<file path="config.mk">
export PLATFORM = sky130hd
export DESIGN_NAME = mvt_front
export DESIGN_NICKNAME = d
export VERILOG_FILES = /design/src/mvt_pkg.sv /design/src/mvt_fifo.sv /design/src/mvt_front.sv
export SDC_FILE = /design/constraint.sdc
export NUM_CORES = 1
export LEC_CHECK = 0
export BUFFER_PORTS_ARGS = -buffer_cell sky130_fd_sc_hd__buf_2
export CORE_MARGIN = 4
export CORE_UTILIZATION = 45
export CTS_CLUSTER_DIAMETER = 30
export DETAILED_ROUTE_END_ITERATION = 16
export HOLD_SLACK_MARGIN = 0.03
export PLACE_DENSITY = 0.81
export SYNTH_ARGS = -nofsm -noshare
export SYNTH_HDL_FRONTEND = slang
export SYNTH_HIERARCHICAL = 1
export SYNTH_SLANG_ARGS = --single-unit
</file>
<file path="constraint.sdc">
create_clock -name i_clk -period 10.7 [get_ports i_clk]
set_input_delay 0.535 -clock i_clk [delete_from_list [all_inputs] [get_ports i_clk]]
set_output_delay 0.535 -clock i_clk [all_outputs]
set_load 0.01 [all_outputs]
</file>
<file path="src/mvt_pkg.sv">
// Types and constants shared by the 4x4 matrix-vector transform unit.
package mvt_pkg;

    localparam int VEC_N      = 4;
    localparam int SLOT_N     = 16;
    localparam int CMD_DEPTH  = 2;
    localparam int RES_DEPTH  = 4;

    typedef logic signed [31:0] t_q32;
    typedef logic signed [63:0] t_p64;

    typedef enum logic {
        MODE_LOAD  = 1'b0,
        MODE_XFORM = 1'b1
    } t_mode;

    typedef struct packed {
        logic       mode;
        logic [3:0] entry_index;
        t_q32       entry_value;
        t_q32       vec_x;
        t_q32       vec_y;
        t_q32       vec_z;
        t_q32       vec_w;
    } t_in_word;

    typedef struct packed {
        t_q32 out_x;
        t_q32 out_y;
        t_q32 out_z;
        t_q32 out_w;
        logic overflow;
    } t_out_word;

    typedef struct packed {
        logic                   is_load;
        logic [3:0]             index;
        t_q32                   value;
        t_q32 [VEC_N-1:0]       vec;
    } t_cmd;

endpackage

</file>
<file path="src/mvt_fifo.sv">
// Small register queue with count, power-of-two depth.
module mvt_fifo #(
    parameter type T     = logic,
    parameter int  DEPTH = 2
) (
    input  logic                         i_clk,
    input  logic                         i_rst_n,
    input  logic                         i_push,
    input  T                             i_data,
    output logic                         o_full,
    input  logic                         i_pop,
    output T                             o_data,
    output logic                         o_empty,
    output logic [$clog2(DEPTH+1)-1:0]   o_count
);

    localparam int AW = $clog2(DEPTH);
    localparam int CW = $clog2(DEPTH + 1);

    T                r_mem [DEPTH];
    logic [AW-1:0]   r_wr;
    logic [AW-1:0]   r_rd;
    logic [CW-1:0]   r_count;
    logic            push_fire;
    logic            pop_fire;

    assign o_full    = (r_count == CW'(DEPTH));
    assign o_empty   = (r_count == '0);
    assign o_count   = r_count;
    assign o_data    = r_mem[r_rd];
    assign push_fire = i_push && !o_full;
    assign pop_fire  = i_pop && !o_empty;

    always_ff @(posedge i_clk) begin
        if (!i_rst_n) begin
            r_wr    <= '0;
            r_rd    <= '0;
            r_count <= '0;
        end else begin
            if (push_fire) begin
                r_wr <= r_wr + AW'(1);
            end
            if (pop_fire) begin
                r_rd <= r_rd + AW'(1);
            end
            if (push_fire && !pop_fire) begin
                r_count <= r_count + CW'(1);
            end else if (pop_fire && !push_fire) begin
                r_count <= r_count - CW'(1);
            end
        end
    end

    always_ff @(posedge i_clk) begin
        if (push_fire) begin
            r_mem[r_wr] <= i_data;
        end
    end

endmodule

</file>
<file path="src/mvt_front.sv">
// Front end: accepts input words, classifies them and queues commands.
module mvt_front #(
    parameter int DIM = 4
) (
    input  logic              i_clk,
    input  logic              i_rst_n,
    input  logic              i_push,
    input  mvt_pkg::t_in_word i_data,
    output logic              o_full,
    output logic              o_cmd_valid,
    output mvt_pkg::t_cmd     o_cmd,
    input  logic              i_cmd_pop
);
    import mvt_pkg::*;

    t_cmd  cmd;
    logic  keep;
    logic  cmd_empty;
    logic  [$clog2(CMD_DEPTH+1)-1:0] cmd_count;

    // drop loads to slots outside the active matrix
    always_comb begin
        cmd.is_load = (i_data.mode == MODE_LOAD);
        cmd.index   = i_data.entry_index;
        cmd.value   = i_data.entry_value;
        cmd.vec[0]  = i_data.vec_x;
        cmd.vec[1]  = i_data.vec_y;
        cmd.vec[2]  = i_data.vec_z;
        cmd.vec[3]  = i_data.vec_w;
        keep = !cmd.is_load
            || ((int'(i_data.entry_index[3:2]) < DIM) && (int'(i_data.entry_index[1:0]) < DIM));
    end

    mvt_fifo #(
        .T     (t_cmd),
        .DEPTH (CMD_DEPTH)
    ) u_cmd_q (
        .i_clk   (i_clk),
        .i_rst_n (i_rst_n),
        .i_push  (i_push && keep),
        .i_data  (cmd),
        .o_full  (o_full),
        .i_pop   (i_cmd_pop),
        .o_data  (o_cmd),
        .o_empty (cmd_empty),
        .o_count (cmd_count)
    );

    assign o_cmd_valid = !cmd_empty && (cmd_count != '0);

endmodule

</file>
==> metrics.txt, run 1 <==
# TYPE chip_impl_metric gauge
chip_impl_metric{name="dr_wl_met3",unit="mm"} 2.07
chip_impl_metric{name="post_route_cells_drive_above_1_share",unit="%"} 61.8
chip_impl_metric{name="clk_latency",unit="ns"} 0.53
chip_impl_info{name="critPathKind",value="flop to primary output"} 1
chip_impl_metric{name="fin_crit_sh",unit="%"} 37.0
chip_impl_metric{name="routed_via_count_divided_by_cell_count",unit=""} 4.90
chip_impl_metric{name="die_w",unit="µm"} 173
chip_impl_metric{name="layout_setup_ws",unit="ns"} 6.74
chip_impl_metric{name="max_cap_violations",unit=""} 0
chip_impl_metric{name="shortest_period_the_worst_path_allows",unit="ns"} 3.96
chip_impl_metric{name="grt_pass1_vias",unit=""} 7396
chip_impl_metric{name="power_leakage",unit="nW"} 6.20
chip_impl_metric{name="grt_start_max_net_pins",unit=""} 79
chip_impl_metric{name="syn_avg_cell_area",unit="µm²"} 22.6
chip_impl_metric{name="dpl.hpwl",unit="mm"} 16.8
chip_impl_metric{name="fin_cells",unit=""} 1331
chip_impl_metric{name="overall_die_height",unit="µm"} 173
chip_impl_metric{name="report.final.slew_viol_count",unit=""} 0
chip_impl_metric{name="max_freq",unit="MHz"} 253
chip_impl_metric{name="cts.htree.levels",unit=""} 3
chip_impl_metric{name="nets",unit=""} 1102
chip_impl_metric{name="post_cts_resized",unit=""} 0
chip_impl_info{name="clock-root-buffer",value="sky130_fd_sc_hd__clkbuf_16"} 1
chip_impl_metric{name="synth_top_cell_area_share",unit="%"} 81.2
chip_impl_metric{name="cells_after_dpl",unit=""} 1204
chip_impl_metric{name="placeable_core_region",unit="µm²"} 26800
chip_impl_metric{name="totalWireLength",unit="mm"} 25.9
chip_impl_metric{name="layout-area-overhead-vs-synth",unit="%"} 33.9
chip_impl_info{name="crit_path_cell_trace",value="buf_4 > buf_4 > mux2_2 > buf_2"} 1
chip_impl_metric{name="overall_power_of_the_completed_layout",unit="mW"} 4.49
chip_impl_metric{name="cp_data_arrival_time",unit="ns"} 3.42
chip_impl_metric{name="vdd.ir_drop.worst",unit="mV"} 0.170
chip_impl_metric{name="setup_viol_count_final",unit=""} 0
chip_impl_info{name="synth_area_leader_cell",value="sky130_fd_sc_hd__edfxtp_1"} 1
chip_impl_metric{name="grtUsageTotal",unit="%"} 17.0
chip_impl_metric{name="gp_congestion",unit=""} 0.775
chip_impl_metric{name="antenna_found_initial",unit=""} 12
chip_impl_metric{name="timing_worst_slew_pin_value",unit="ns"} 1.06
chip_impl_metric{name="fillerInstances",unit=""} 1919
chip_impl_metric{name="part_of_the_yosys_area_used_for_sequential_elements",unit="%"} 82.0
chip_impl_metric{name="holdWs",unit="ns"} 0.189
chip_impl_metric{name="met1Wirelength",unit="mm"} 9.27
chip_impl_metric{name="io_pins",unit=""} 336
chip_impl_metric{name="setup.reg_to_reg.worst_slack",unit="ns"} 7.50
chip_impl_metric{name="dr_total_vias",unit=""} 6528
chip_impl_metric{name="hold_buffers",unit=""} 0
chip_impl_metric{name="hold_path_depth",unit=""} 1
chip_impl_info{name="min_delay_worst_endpoint",value="u_cmd_q/r_mem[1][129]$_DFFE_PP_"} 1
chip_impl_metric{name="worst_clock_skew",unit="ns"} 0.0195
chip_impl_metric{name="required",unit="ns"} 10.17
chip_impl_metric{name="die_footprint",unit="µm²"} 29800
chip_impl_metric{name="io_buffer_count",unit=""} 335
chip_impl_info{name="synth_most_common_cell",value="sky130_fd_sc_hd__edfxtp_1"} 1
chip_impl_info{name="dominantRegCellSynth",value="sky130_fd_sc_hd__edfxtp_1"} 1
chip_impl_metric{name="tns",unit="ns"} 0
chip_impl_metric{name="power_per_cell_area",unit="nW/µm²"} 274
chip_impl_info{name="critPathLaunchType",value="flop"} 1
chip_impl_info{name="hold_path_startpoint",value="i_data[129]"} 1
chip_impl_metric{name="synth-async-reset-ratio",unit="%"} 0
chip_impl_metric{name="met2_wire_len",unit="mm"} 13.5
chip_impl_metric{name="worst-r2r-cell-count",unit=""} 4
chip_impl_metric{name="grt_first_pass_wirelength",unit="mm"} 40.0
chip_impl_metric{name="stdcell_area",unit="µm²"} 16300
chip_impl_metric{name="post-cts-setup-buffer-count",unit=""} 0
chip_impl_info{name="run_status",value="finished, final reports clean"} 1
chip_impl_metric{name="max_slew_headroom_at_the_worst_pin",unit="%"} 29.5
chip_impl_metric{name="worstPathMaxFanout",unit=""} 78
chip_impl_metric{name="postSynthCellCount",unit=""} 540
chip_impl_metric{name="post_dp_cell_area",unit="µm²"} 14200
chip_impl_metric{name="drc",unit=""} 0
chip_impl_metric{name="fp_rows",unit=""} 60
chip_impl_metric{name="synth_warnings",unit=""} 6
chip_impl_info{name="top_layer_used",value="met5"} 1
chip_impl_metric{name="dr.pass1.iters",unit=""} 5
chip_impl_metric{name="synthesized_flop_and_latch_total",unit=""} 335
chip_impl_info{name="worstReg2RegEnd",value="u_cmd_q/r_mem[1][8]$_DFFE_PP_"} 1
chip_impl_metric{name="post-place-ws",unit="ns"} 7.26
chip_impl_metric{name="netlist_area",unit="µm²"} 12200
chip_impl_metric{name="clockBufferDepth",unit=""} 3
chip_impl_info{name="synth.top_cells.by_area",value="sky130_fd_sc_hd__edfxtp_1 (81%), sky130_fd_sc_hd__mux2_2 (15%), sky130_fd_sc_hd__buf_6 (1.4%)"} 1
chip_impl_metric{name="critPathMaxStageDelay",unit="ns"} 0.87
chip_impl_metric{name="timing.final.hold_violations",unit=""} 0
chip_impl_info{name="critical-path-top-cell-by-count",value="sky130_fd_sc_hd__buf_4"} 1
chip_impl_metric{name="final_core_utilization",unit="%"} 61.0
chip_impl_metric{name="clk_pin_slew",unit="ns"} 0.05
chip_impl_info{name="r2r-start",value="u_cmd_q/o_count[0]$_SDFFE_PN0P_"} 1
chip_impl_metric{name="net_count_of_the_mapped_netlist",unit=""} 710
chip_impl_metric{name="synth_edf_count",unit=""} 330
chip_impl_metric{name="route.antenna.remaining_nets",unit=""} 0
chip_impl_metric{name="numCtsBuffers",unit=""} 67
chip_impl_info{name="hold_path.class",value="input port to flop"} 1
chip_impl_info{name="worst_path_max_delay_cell",value="sky130_fd_sc_hd__buf_4"} 1
chip_impl_metric{name="cts_sinks",unit=""} 335
chip_impl_metric{name="global_route.overflow_total",unit=""} 0
chip_impl_metric{name="post_synth_num_cell_types",unit=""} 22
chip_impl_metric{name="dr.first_iter.drc_count",unit=""} 282
chip_impl_info{name="synth_common_cells",value="sky130_fd_sc_hd__edfxtp_1 (330), sky130_fd_sc_hd__mux2_2 (165), sky130_fd_sc_hd__buf_6 (15)"} 1
chip_impl_metric{name="floorplan.initialDensity",unit="%"} 45.5
chip_impl_info{name="timing.critical_path.to_type",value="primary output"} 1
chip_impl_info{name="grt_setup_unrepaired",value="no"} 1
chip_impl_info{name="tritoncts",value="yes"} 1
chip_impl_metric{name="route.detailed.wl_per_inst",unit="µm"} 19.4
[power by group]
part / total, mW / switching [mW] / internal (mW)
logic: 0.850 / 0.461 / 0.389
registers: 1.72 / 0.0585 / 1.66
clock network: 1.92 / 0.619 / 1.30
[state kept, by name (all words and copies together), names as in the netlist, named ones only]
signal and count:
u_cmd_q/r_rd 1, u_cmd_q/o_count 2, u_cmd_q/r_mem 330, u_cmd_q/r_wr 1
[layer usage]
metal	track usage [%]	up-vias
li1	-	2974
met4	9.08	6
met3	6.17	78
met5	0	-
met1	18.1	3174
met2	29.5	296
[how the worst max path moves through the flow]
| stage | start | end | slack (ns) | cells past startpoint |
|---|---|---|---|---|
| finish | flop | o_cmd[94] | 6.74 | 4 |
| global route | flop | o_cmd[94] | 6.57 | 4 |
| CTS | flop | o_cmd[94] | 6.69 | 4 |
| detailed placement | flop | o_cmd[94] | 7.26 | 4 |
| global placement | flop | o_cmd[94] | 7.27 | 4 |
| floorplan | i_push | u_cmd_q/r_mem[0][0]$_DFFE_PP_ | 3.09 | 2 |
[critical path: cells and delay by family, from the launching register on]
kind	cells	cell delay, ns
buffers and inverters	3	1.73
DFF	1	0.59
muxes	1	0.45
[cells by family after synthesis]
kind of cell	count (synthesis)	share of synthesized area, %
flip-flops	335	82.0
multiplexers	165	15.2
buffers and inverters	21	1.64
AND/OR/NAND/NOR	9	0.451
AO/OA/AOI/OAI	6	0.349
XOR/XNOR	3	0.215
adder cells (fa/ha/maj)	1	0.103
[cells in the final DEF (no fill, tap or decap), drive strengths merged]
master	instances
clkinvlp	3
mux2	165
diode	9
nand2b	1
clkbuf	78
and2	3
xor2	1
ha	1
xnor2	2
clkinv	29
nor2	2
and3	1
edfxtp	330
o21a	1
buf	341
o21ai	2
nor3	1
or3	1
bufinv	6
o21ba	1
inv	5
dfxtp	5
a21boi	2
[final cells by class]
| cell class | count | area [µm²] | share of cell area, % |
|---|---|---|---|
| flip-flops and latches | 335 | 10000 | 61.3 |
| clock buffers | 78 | 1740 | 10.6 |
| inverters | 3 | 11.3 | 0.0689 |
| clock inverters | 40 | 400 | 2.45 |
| repair buffers | 341 | 1720 | 10.5 |
| multi-input cells | 184 | 2010 | 12.3 |
| diodes | 9 | 22.5 | 0.138 |
| well taps | 341 | 427 | 2.61 |
Note: power is estimated with default switching activity, not from simulation.
==> run 2, diff against run 1 <==
--- a/config.mk
+++ b/config.mk
@@ -11,7 +11,7 @@
 export CTS_CLUSTER_DIAMETER = 30
 export DETAILED_ROUTE_END_ITERATION = 16
 export HOLD_SLACK_MARGIN = 0.03
-export PLACE_DENSITY = 0.81
+export PLACE_DENSITY = 0.84
 export SYNTH_ARGS = -nofsm -noshare
 export SYNTH_HDL_FRONTEND = slang
 export SYNTH_HIERARCHICAL = 1
==> constraint.sdc (replaced) <==
create_clock -name i_clk -period 3.55 [get_ports i_clk]
set_input_delay 0.1775 -clock i_clk [delete_from_list [all_inputs] [get_ports i_clk]]
set_output_delay 0.1775 -clock i_clk [all_outputs]
set_load 0.01 [all_outputs]
==> run 2 against run 1 <==
Effect of this change:
- sequential cell count is the same
- routed wire length grew 18%
- combinational power grew to 3.4 times the previous value
- via count grew 13%
- non-clock buffer count grew 171
- design area grew 10%
- global-route usage grew 3.3 points
- critical path depth shrank 1
- utilization grew 6.1 points
- hold slack lost 0.066 ns
- clock power grew to 2.9 times the previous value
==> metrics.txt, run 2 (synthesized netlist as in run 1, its figures left out) <==
# TYPE chip_impl_metric gauge
chip_impl_metric{name="dpl.hpwl",unit="mm"} 16.3
chip_impl_metric{name="required",unit="ns"} 3.37
chip_impl_metric{name="post_route_cells_drive_above_1_share",unit="%"} 54.2
chip_impl_metric{name="antenna_found_initial",unit=""} 7
chip_impl_metric{name="dr.pass1.iters",unit=""} 6
chip_impl_info{name="critPathLaunchType",value="flop"} 1
chip_impl_metric{name="critPathMaxStageDelay",unit="ns"} 0.42
chip_impl_metric{name="shortest_period_the_worst_path_allows",unit="ns"} 2.18
chip_impl_info{name="run_status",value="finished, final reports clean"} 1
chip_impl_metric{name="grtUsageTotal",unit="%"} 20.3
chip_impl_metric{name="gp_congestion",unit=""} 0.736
chip_impl_metric{name="setup_viol_count_final",unit=""} 0
chip_impl_metric{name="overall_power_of_the_completed_layout",unit="mW"} 13.5
chip_impl_metric{name="totalWireLength",unit="mm"} 30.6
chip_impl_metric{name="worst_clock_skew",unit="ns"} 0.0212
chip_impl_metric{name="placeable_core_region",unit="µm²"} 26800
chip_impl_info{name="final_common_cell",value="sky130_fd_sc_hd__buf_2"} 1
chip_impl_metric{name="grt_pass1_vias",unit=""} 8422
chip_impl_metric{name="timing.final.hold_violations",unit=""} 0
chip_impl_info{name="hold_path.class",value="input port to flop"} 1
chip_impl_metric{name="nets",unit=""} 1266
chip_impl_metric{name="max_slew_headroom_at_the_worst_pin",unit="%"} 43.0
chip_impl_info{name="crit_path_cell_trace",value="buf_12 > mux2_2 > buf_2"} 1
chip_impl_metric{name="grt_start_max_net_pins",unit=""} 95
chip_impl_metric{name="cells_after_dpl",unit=""} 1208
chip_impl_metric{name="power_leakage",unit="nW"} 6.86
chip_impl_metric{name="overall_die_height",unit="µm"} 173
chip_impl_metric{name="clk_pin_slew",unit="ns"} 0.05
chip_impl_metric{name="floorplan.initialDensity",unit="%"} 45.5
chip_impl_metric{name="cts_sinks",unit=""} 335
chip_impl_metric{name="cp_data_arrival_time",unit="ns"} 2.00
chip_impl_info{name="worst_setup_path_endpoint",value="o_cmd[42]"} 1
chip_impl_metric{name="sequential_cell_area",unit="µm²"} 10000
chip_impl_metric{name="timing_worst_slew_pin_value",unit="ns"} 0.855
chip_impl_info{name="worstReg2RegEnd",value="u_cmd_q/r_mem[1][158]$_DFFE_PP_"} 1
chip_impl_metric{name="multi_input_area",unit="µm²"} 2010
chip_impl_metric{name="setup.reg_to_reg.worst_slack",unit="ns"} 1.58
chip_impl_metric{name="post-place-ws",unit="ns"} 1.54
chip_impl_metric{name="stdcell_area",unit="µm²"} 18000
chip_impl_metric{name="fin_cells",unit=""} 1494
chip_impl_metric{name="power_per_cell_area",unit="nW/µm²"} 752
chip_impl_metric{name="route.detailed.wl_per_inst",unit="µm"} 20.5
chip_impl_info{name="critPathKind",value="flop to primary output"} 1
chip_impl_metric{name="buffers_and_inverters_on_the_worst_path",unit=""} 2
chip_impl_metric{name="fp_rows",unit=""} 60
chip_impl_metric{name="worstPathMaxFanout",unit=""} 94
chip_impl_metric{name="route.antenna.remaining_nets",unit=""} 0
chip_impl_metric{name="fillerInstances",unit=""} 1648
chip_impl_info{name="clock-root-buffer",value="sky130_fd_sc_hd__clkbuf_16"} 1
chip_impl_info{name="r2r-start",value="u_cmd_q/o_count[0]$_SDFFE_PN0P_"} 1
chip_impl_metric{name="die_w",unit="µm"} 173
chip_impl_metric{name="drc",unit=""} 0
chip_impl_metric{name="layout-area-overhead-vs-synth",unit="%"} 47.4
chip_impl_metric{name="critical_path_depth",unit=""} 3
chip_impl_info{name="commonest_non_fill_non_tap_cells_in_the_layout",value="sky130_fd_sc_hd__buf_2 (335), sky130_fd_sc_hd__edfxtp_1 (330), sky130_fd_sc_hd__dlygate4sd3_1 (167), sky130_fd_sc_hd__mux2_2 (165), sky130_fd_sc_hd__clkbuf_16 (61)"} 1
chip_impl_metric{name="layout_setup_ws",unit="ns"} 1.37
chip_impl_metric{name="worst-r2r-cell-count",unit=""} 3
chip_impl_info{name="worst_path_max_delay_cell",value="sky130_fd_sc_hd__mux2_2"} 1
chip_impl_metric{name="dr_total_vias",unit=""} 7369
chip_impl_metric{name="clk_latency",unit="ns"} 0.57
chip_impl_metric{name="die_footprint",unit="µm²"} 29800
chip_impl_metric{name="global_route.overflow_total",unit=""} 0
chip_impl_metric{name="io_buffer_count",unit=""} 335
chip_impl_metric{name="max_freq",unit="MHz"} 459
chip_impl_metric{name="numCtsBuffers",unit=""} 60
chip_impl_info{name="critical-path-top-delay-family",value="buffers and inverters"} 1
chip_impl_metric{name="post-cts-setup-buffer-count",unit=""} 0
chip_impl_info{name="largest_register",value="u_cmd_q/r_mem"} 1
chip_impl_metric{name="io_pins",unit=""} 336
chip_impl_metric{name="post_dp_cell_area",unit="µm²"} 14300
chip_impl_metric{name="max_cap_violations",unit=""} 0
chip_impl_metric{name="routed_via_count_divided_by_cell_count",unit=""} 4.93
chip_impl_info{name="tritoncts",value="yes"} 1
chip_impl_metric{name="vdd.ir_drop.worst",unit="mV"} 0.753
chip_impl_metric{name="fin_crit_sh",unit="%"} 61.4
chip_impl_metric{name="clockBufferDepth",unit=""} 3
chip_impl_metric{name="dr.first_iter.drc_count",unit=""} 409
chip_impl_metric{name="cts.htree.levels",unit=""} 2
chip_impl_info{name="grt_setup_unrepaired",value="no"} 1
chip_impl_metric{name="grt_first_pass_wirelength",unit="mm"} 47.8
chip_impl_metric{name="largest_reg_flops",unit=""} 330
chip_impl_metric{name="report.final.slew_viol_count",unit=""} 0
chip_impl_info{name="timing.critical_path.to_type",value="primary output"} 1
==> run 2: how the worst min path moves through the flow <==
stage / startpoint / end / slack, ns / depth (start not counted)
finish: i_cmd_pop / u_cmd_q/r_rd$_SDFFE_PN0P_ / 0.12 / 4
global route: i_cmd_pop / flop / 0.13 / 4
CTS: i_cmd_pop / u_cmd_q/r_rd$_SDFFE_PN0P_ / 0.1 / 4
detailed placement: i_data[62] / u_cmd_q/r_mem[1][94]$_DFFE_PP_ / 0.37 / 1
global placement: i_data[152] / u_cmd_q/r_mem[1][152]$_DFFE_PP_ / 0.37 / 1
floorplan: i_data[96] / u_cmd_q/r_mem[0][0]$_DFFE_PP_ / 0.28 / 0
==> run 2: worst reg2reg max path: stages, from the launching register on <==
cell	delay, ns
sky130_fd_sc_hd__dfxtp_4	0.38
sky130_fd_sc_hd__nand2b_4	0.15
sky130_fd_sc_hd__and3_4	0.74
sky130_fd_sc_hd__buf_4	0.39
==> run 2: layout make-up <==
type,count,share of cell area [%]
Clock inverter,48,2.50
Tap cell,341,2.37
Inverter,3,0.0765
Timing Repair Buffer,512,19.5
Clock buffer,64,8.55
Multi-Input combinational cell,184,11.2
Sequential cell,335,55.7
Antenna cell,7,0.0974
==> run 2: what timing repair did <==
| action | CTS | global route |
|---|---|---|
| hold endpoints to repair | 335 | 0 |
| endpoints found under the setup margin | 0 | 0 |
| resized for setup | 0 | 0 |
| hold buffers | 167 | 0 |
==> run 2: layer usage <==
metal / vias up / track usage (%) / wire (µm)
met4: 0 / 9.34 / 1190
met2: 359 / 37.0 / 16500
met3: 78 / 5.90 / 2080
met1: 3619 / 21.7 / 10800
li1: 3313 / - / -
met5: - / 0 / 0
==> run 2: through the flow <==
stage,hold slack [ns],util (%),setup TNS (ns)
after CTS,0.0981,67.0,0
final,0.123,67.1,0
after detailed placement,0.369,53.4,0
after global routing,0.131,67.1,0
after global placement,0.366,53.4,0
after floorplan,0.276,-,-229.91
==> run 2: power by group <==
group	internal [mW]	switching, mW
clock	3.39	2.10
combinational	1.36	1.56
sequential	4.98	0.148
total	9.72	3.81
==> run 3, diff against run 2 <==
--- a/config.mk
+++ b/config.mk
@@ -11,7 +11,7 @@
 export CTS_CLUSTER_DIAMETER = 30
 export DETAILED_ROUTE_END_ITERATION = 16
 export HOLD_SLACK_MARGIN = 0.03
-export PLACE_DENSITY = 0.84
+export PLACE_DENSITY = 0.81
 export SYNTH_ARGS = -nofsm -noshare
 export SYNTH_HDL_FRONTEND = slang
 export SYNTH_HIERARCHICAL = 1
==> constraint.sdc (replaced) <==
create_clock -name i_clk -period 2.1 [get_ports i_clk]
set_input_delay 0.105 -clock i_clk [delete_from_list [all_inputs] [get_ports i_clk]]
set_output_delay 0.105 -clock i_clk [all_outputs]
set_load 0.01 [all_outputs]
==> run 3 against run 2 <==
Effect of this change:
- clock-buffer cell count did not move
- register-to-register slack lost 1.2 ns
- worst setup slack lost 1.3 ns
- sequential cell count is the same
- clock skew shrank 0.0068 ns
- utilization grew 0.45 points
- routed wire length decreased by 2.6%
- hold slack worse by 0.050 ns
- first-iteration DRC count decreased by 13%
- die area did not move
- combinational power is 70% higher
- via count fell by 1.2%
- largest power group unchanged
- highest routed layer unchanged
==> metrics.txt, run 3 (synthesized netlist as in run 1, its figures left out) <==
# TYPE chip_impl_metric gauge
chip_impl_metric{name="layout-area-overhead-vs-synth",unit="%"} 48.4
chip_impl_metric{name="holdWs",unit="ns"} 0.0737
chip_impl_metric{name="fin_crit_sh",unit="%"} 96.9
chip_impl_metric{name="global_route.overflow_total",unit=""} 0
chip_impl_metric{name="post-place-ws",unit="ns"} 0.387
chip_impl_metric{name="routed_via_count_divided_by_cell_count",unit=""} 4.87
chip_impl_metric{name="power_per_cell_area",unit="nW/µm²"} 1280
chip_impl_info{name="hold_path.class",value="input port to flop"} 1
chip_impl_metric{name="clkPwrFrac",unit="%"} 41.4
chip_impl_metric{name="stdcell_area",unit="µm²"} 18100
chip_impl_metric{name="setup_viol_count_final",unit=""} 0
chip_impl_metric{name="fin_cells",unit=""} 1495
chip_impl_metric{name="required",unit="ns"} 2.00
chip_impl_metric{name="floorplan.initialDensity",unit="%"} 45.5
chip_impl_metric{name="io_pins",unit=""} 336
chip_impl_metric{name="post-cts-setup-buffer-count",unit=""} 0
chip_impl_info{name="tritoncts",value="yes"} 1
chip_impl_metric{name="overall_die_height",unit="µm"} 173
chip_impl_metric{name="power.net_switching",unit="mW"} 6.07
chip_impl_metric{name="io_buffer_count",unit=""} 335
chip_impl_metric{name="post_route_cells_drive_above_1_share",unit="%"} 54.5
chip_impl_metric{name="dr.pass1.iters",unit=""} 4
chip_impl_info{name="run_status",value="finished, final reports clean"} 1
chip_impl_metric{name="timing_worst_slew_pin_value",unit="ns"} 0.530
chip_impl_metric{name="clk_pin_slew",unit="ns"} 0.05
chip_impl_metric{name="route.detailed.wl_per_inst",unit="µm"} 19.9
chip_impl_info{name="commonest_non_fill_non_tap_cells_in_the_layout",value="sky130_fd_sc_hd__buf_2 (335), sky130_fd_sc_hd__edfxtp_1 (330), sky130_fd_sc_hd__dlygate4sd3_1 (167), sky130_fd_sc_hd__mux2_2 (165), sky130_fd_sc_hd__clkbuf_16 (61)"} 1
chip_impl_metric{name="vdd.ir_drop.worst",unit="mV"} 0.978
chip_impl_metric{name="post_dp_cell_area",unit="µm²"} 14400
chip_impl_metric{name="clockBufferDepth",unit=""} 3
chip_impl_metric{name="shortest_period_the_worst_path_allows",unit="ns"} 2.04
chip_impl_metric{name="grt_start_max_net_pins",unit=""} 86
chip_impl_metric{name="max_cap_violations",unit=""} 0
chip_impl_metric{name="power.share.sequential",unit="%"} 37.2
chip_impl_metric{name="worstPathMaxFanout",unit=""} 85
chip_impl_metric{name="critPathMaxStageDelay",unit="ns"} 0.42
chip_impl_info{name="final_common_cell",value="sky130_fd_sc_hd__buf_2"} 1
chip_impl_metric{name="largest_reg_flops",unit=""} 330
chip_impl_metric{name="nets",unit=""} 1273
chip_impl_info{name="timing.critical_path.to_type",value="primary output"} 1
chip_impl_metric{name="grt_first_pass_wirelength",unit="mm"} 46.5
chip_impl_metric{name="grtUsageTotal",unit="%"} 19.6
chip_impl_metric{name="dpl.hpwl",unit="mm"} 16.6
chip_impl_metric{name="dr.first_iter.drc_count",unit=""} 354
chip_impl_metric{name="tns",unit="ns"} 0
chip_impl_info{name="grt_setup_unrepaired",value="no"} 1
chip_impl_metric{name="max_freq",unit="MHz"} 491
chip_impl_metric{name="grt_pass1_vias",unit=""} 8387
chip_impl_info{name="clock-root-buffer",value="sky130_fd_sc_hd__clkbuf_16"} 1
chip_impl_metric{name="max_slew_headroom_at_the_worst_pin",unit="%"} 64.7
chip_impl_metric{name="switching_share",unit="%"} 26.1
chip_impl_metric{name="hold_buffers",unit=""} 167
chip_impl_metric{name="die_footprint",unit="µm²"} 29800
chip_impl_metric{name="route.antenna.remaining_nets",unit=""} 0
chip_impl_info{name="critical-path-top-delay-family",value="buffers and inverters"} 1
chip_impl_info{name="crit_path_cell_trace",value="buf_12 > mux2_2 > buf_2"} 1
chip_impl_metric{name="clk_latency",unit="ns"} 0.55
chip_impl_metric{name="placeable_core_region",unit="µm²"} 26800
chip_impl_metric{name="drc",unit=""} 0
chip_impl_metric{name="totalWireLength",unit="mm"} 29.8
chip_impl_metric{name="fp_rows",unit=""} 60
chip_impl_metric{name="cts.htree.levels",unit=""} 2
chip_impl_metric{name="dr_total_vias",unit=""} 7278
chip_impl_metric{name="cts_sinks",unit=""} 335
chip_impl_info{name="worst_path_max_delay_cell",value="sky130_fd_sc_hd__mux2_2"} 1
chip_impl_metric{name="report.final.slew_viol_count",unit=""} 0
chip_impl_metric{name="cp_data_arrival_time",unit="ns"} 1.93
chip_impl_metric{name="overall_power_of_the_completed_layout",unit="mW"} 23.2
chip_impl_metric{name="numCtsBuffers",unit=""} 59
chip_impl_metric{name="combinational_group_share_of_total_power",unit="%"} 21.4
chip_impl_metric{name="post_cts_resized",unit=""} 0
chip_impl_info{name="critPathLaunchType",value="flop"} 1
chip_impl_metric{name="cells_after_dpl",unit=""} 1216
chip_impl_info{name="largest_register",value="u_cmd_q/r_mem"} 1
chip_impl_metric{name="antenna_found_initial",unit=""} 3
chip_impl_metric{name="buffers_and_inverters_on_the_worst_path",unit=""} 2
chip_impl_metric{name="power_leakage",unit="nW"} 6.95
chip_impl_metric{name="timing.final.hold_violations",unit=""} 0
chip_impl_metric{name="die_w",unit="µm"} 173
chip_impl_info{name="critPathKind",value="flop to primary output"} 1
chip_impl_metric{name="layout_setup_ws",unit="ns"} 0.0643
chip_impl_metric{name="p_int",unit="mW"} 17.2
chip_impl_metric{name="gp_congestion",unit=""} 0.749
chip_impl_metric{name="worst_clock_skew",unit="ns"} 0.0144
chip_impl_metric{name="final_core_utilization",unit="%"} 67.6
[run 3: cell count changes in the layout (fill, tap and decap cells not counted)]
cell,delta
sky130_fd_sc_hd__clkinv_4,+2
sky130_fd_sc_hd__inv_6,-7
sky130_fd_sc_hd__clkinv_2,+9
sky130_fd_sc_hd__clkinvlp_4,-4
sky130_fd_sc_hd__clkinv_1,-1
sky130_fd_sc_hd__inv_8,-7
sky130_fd_sc_hd__bufinv_16,+7
sky130_fd_sc_hd__buf_4,+7
sky130_fd_sc_hd__inv_16,-2
sky130_fd_sc_hd__buf_12,+1
sky130_fd_sc_hd__diode_2,-4
[run 3: final timing paths]
path,start,end,slack (ns),cells past startpoint
max,flop,o_cmd[16],0.06,3
min,i_cmd_pop,u_cmd_q/r_rd$_SDFFE_PN0P_,0.07,4
max reg2reg,u_cmd_q/o_count[0]$_SDFFE_PN0P_,u_cmd_q/r_mem[0][69]$_DFFE_PP_,0.37,5
min reg2reg,u_cmd_q/r_rd$_SDFFE_PN0P_,flop,0.58,2
[run 3: area by class of cell]
class                      instances  area, µm²
sequential                       335      10000
fill                            1669       8690
timing repair buffer             520       3580
multi-input combinational        184       2010
clock buffer                      64       1540
clock inverter                    45        509
tap                              341        427
inverter                           3       13.8
antenna                            3       7.51
[run 3: power by group through the flow]
stage                     clock [mW]  sequential [mW]  combinational [mW]
after floorplan                    0             8.78                2.95
after global placement             0             8.69                4.60
after detailed placement           0             8.75                4.66
after CTS                       9.72             8.64                4.95
after global routing            10.1             8.72                5.30
final                           9.61             8.66                4.97
[run 3: metal layers]
layer / routed length, µm / global-route usage (%) / share of wire, %
met4: 917 / 7.12 / 3.1
met1: 10700 / 22.0 / 36
met5: 0 / 0 / 0
met3: 1970 / 5.57 / 6.6
met2: 16200 / 35.7 / 54
[run 3: worst min-delay path, cell delays in order]
cell and delay [ns]:
sky130_fd_sc_hd__buf_2 0.08, sky130_fd_sc_hd__o21ai_1 0.11, sky130_fd_sc_hd__xnor2_1 0.17, sky130_fd_sc_hd__and2_1 0.12
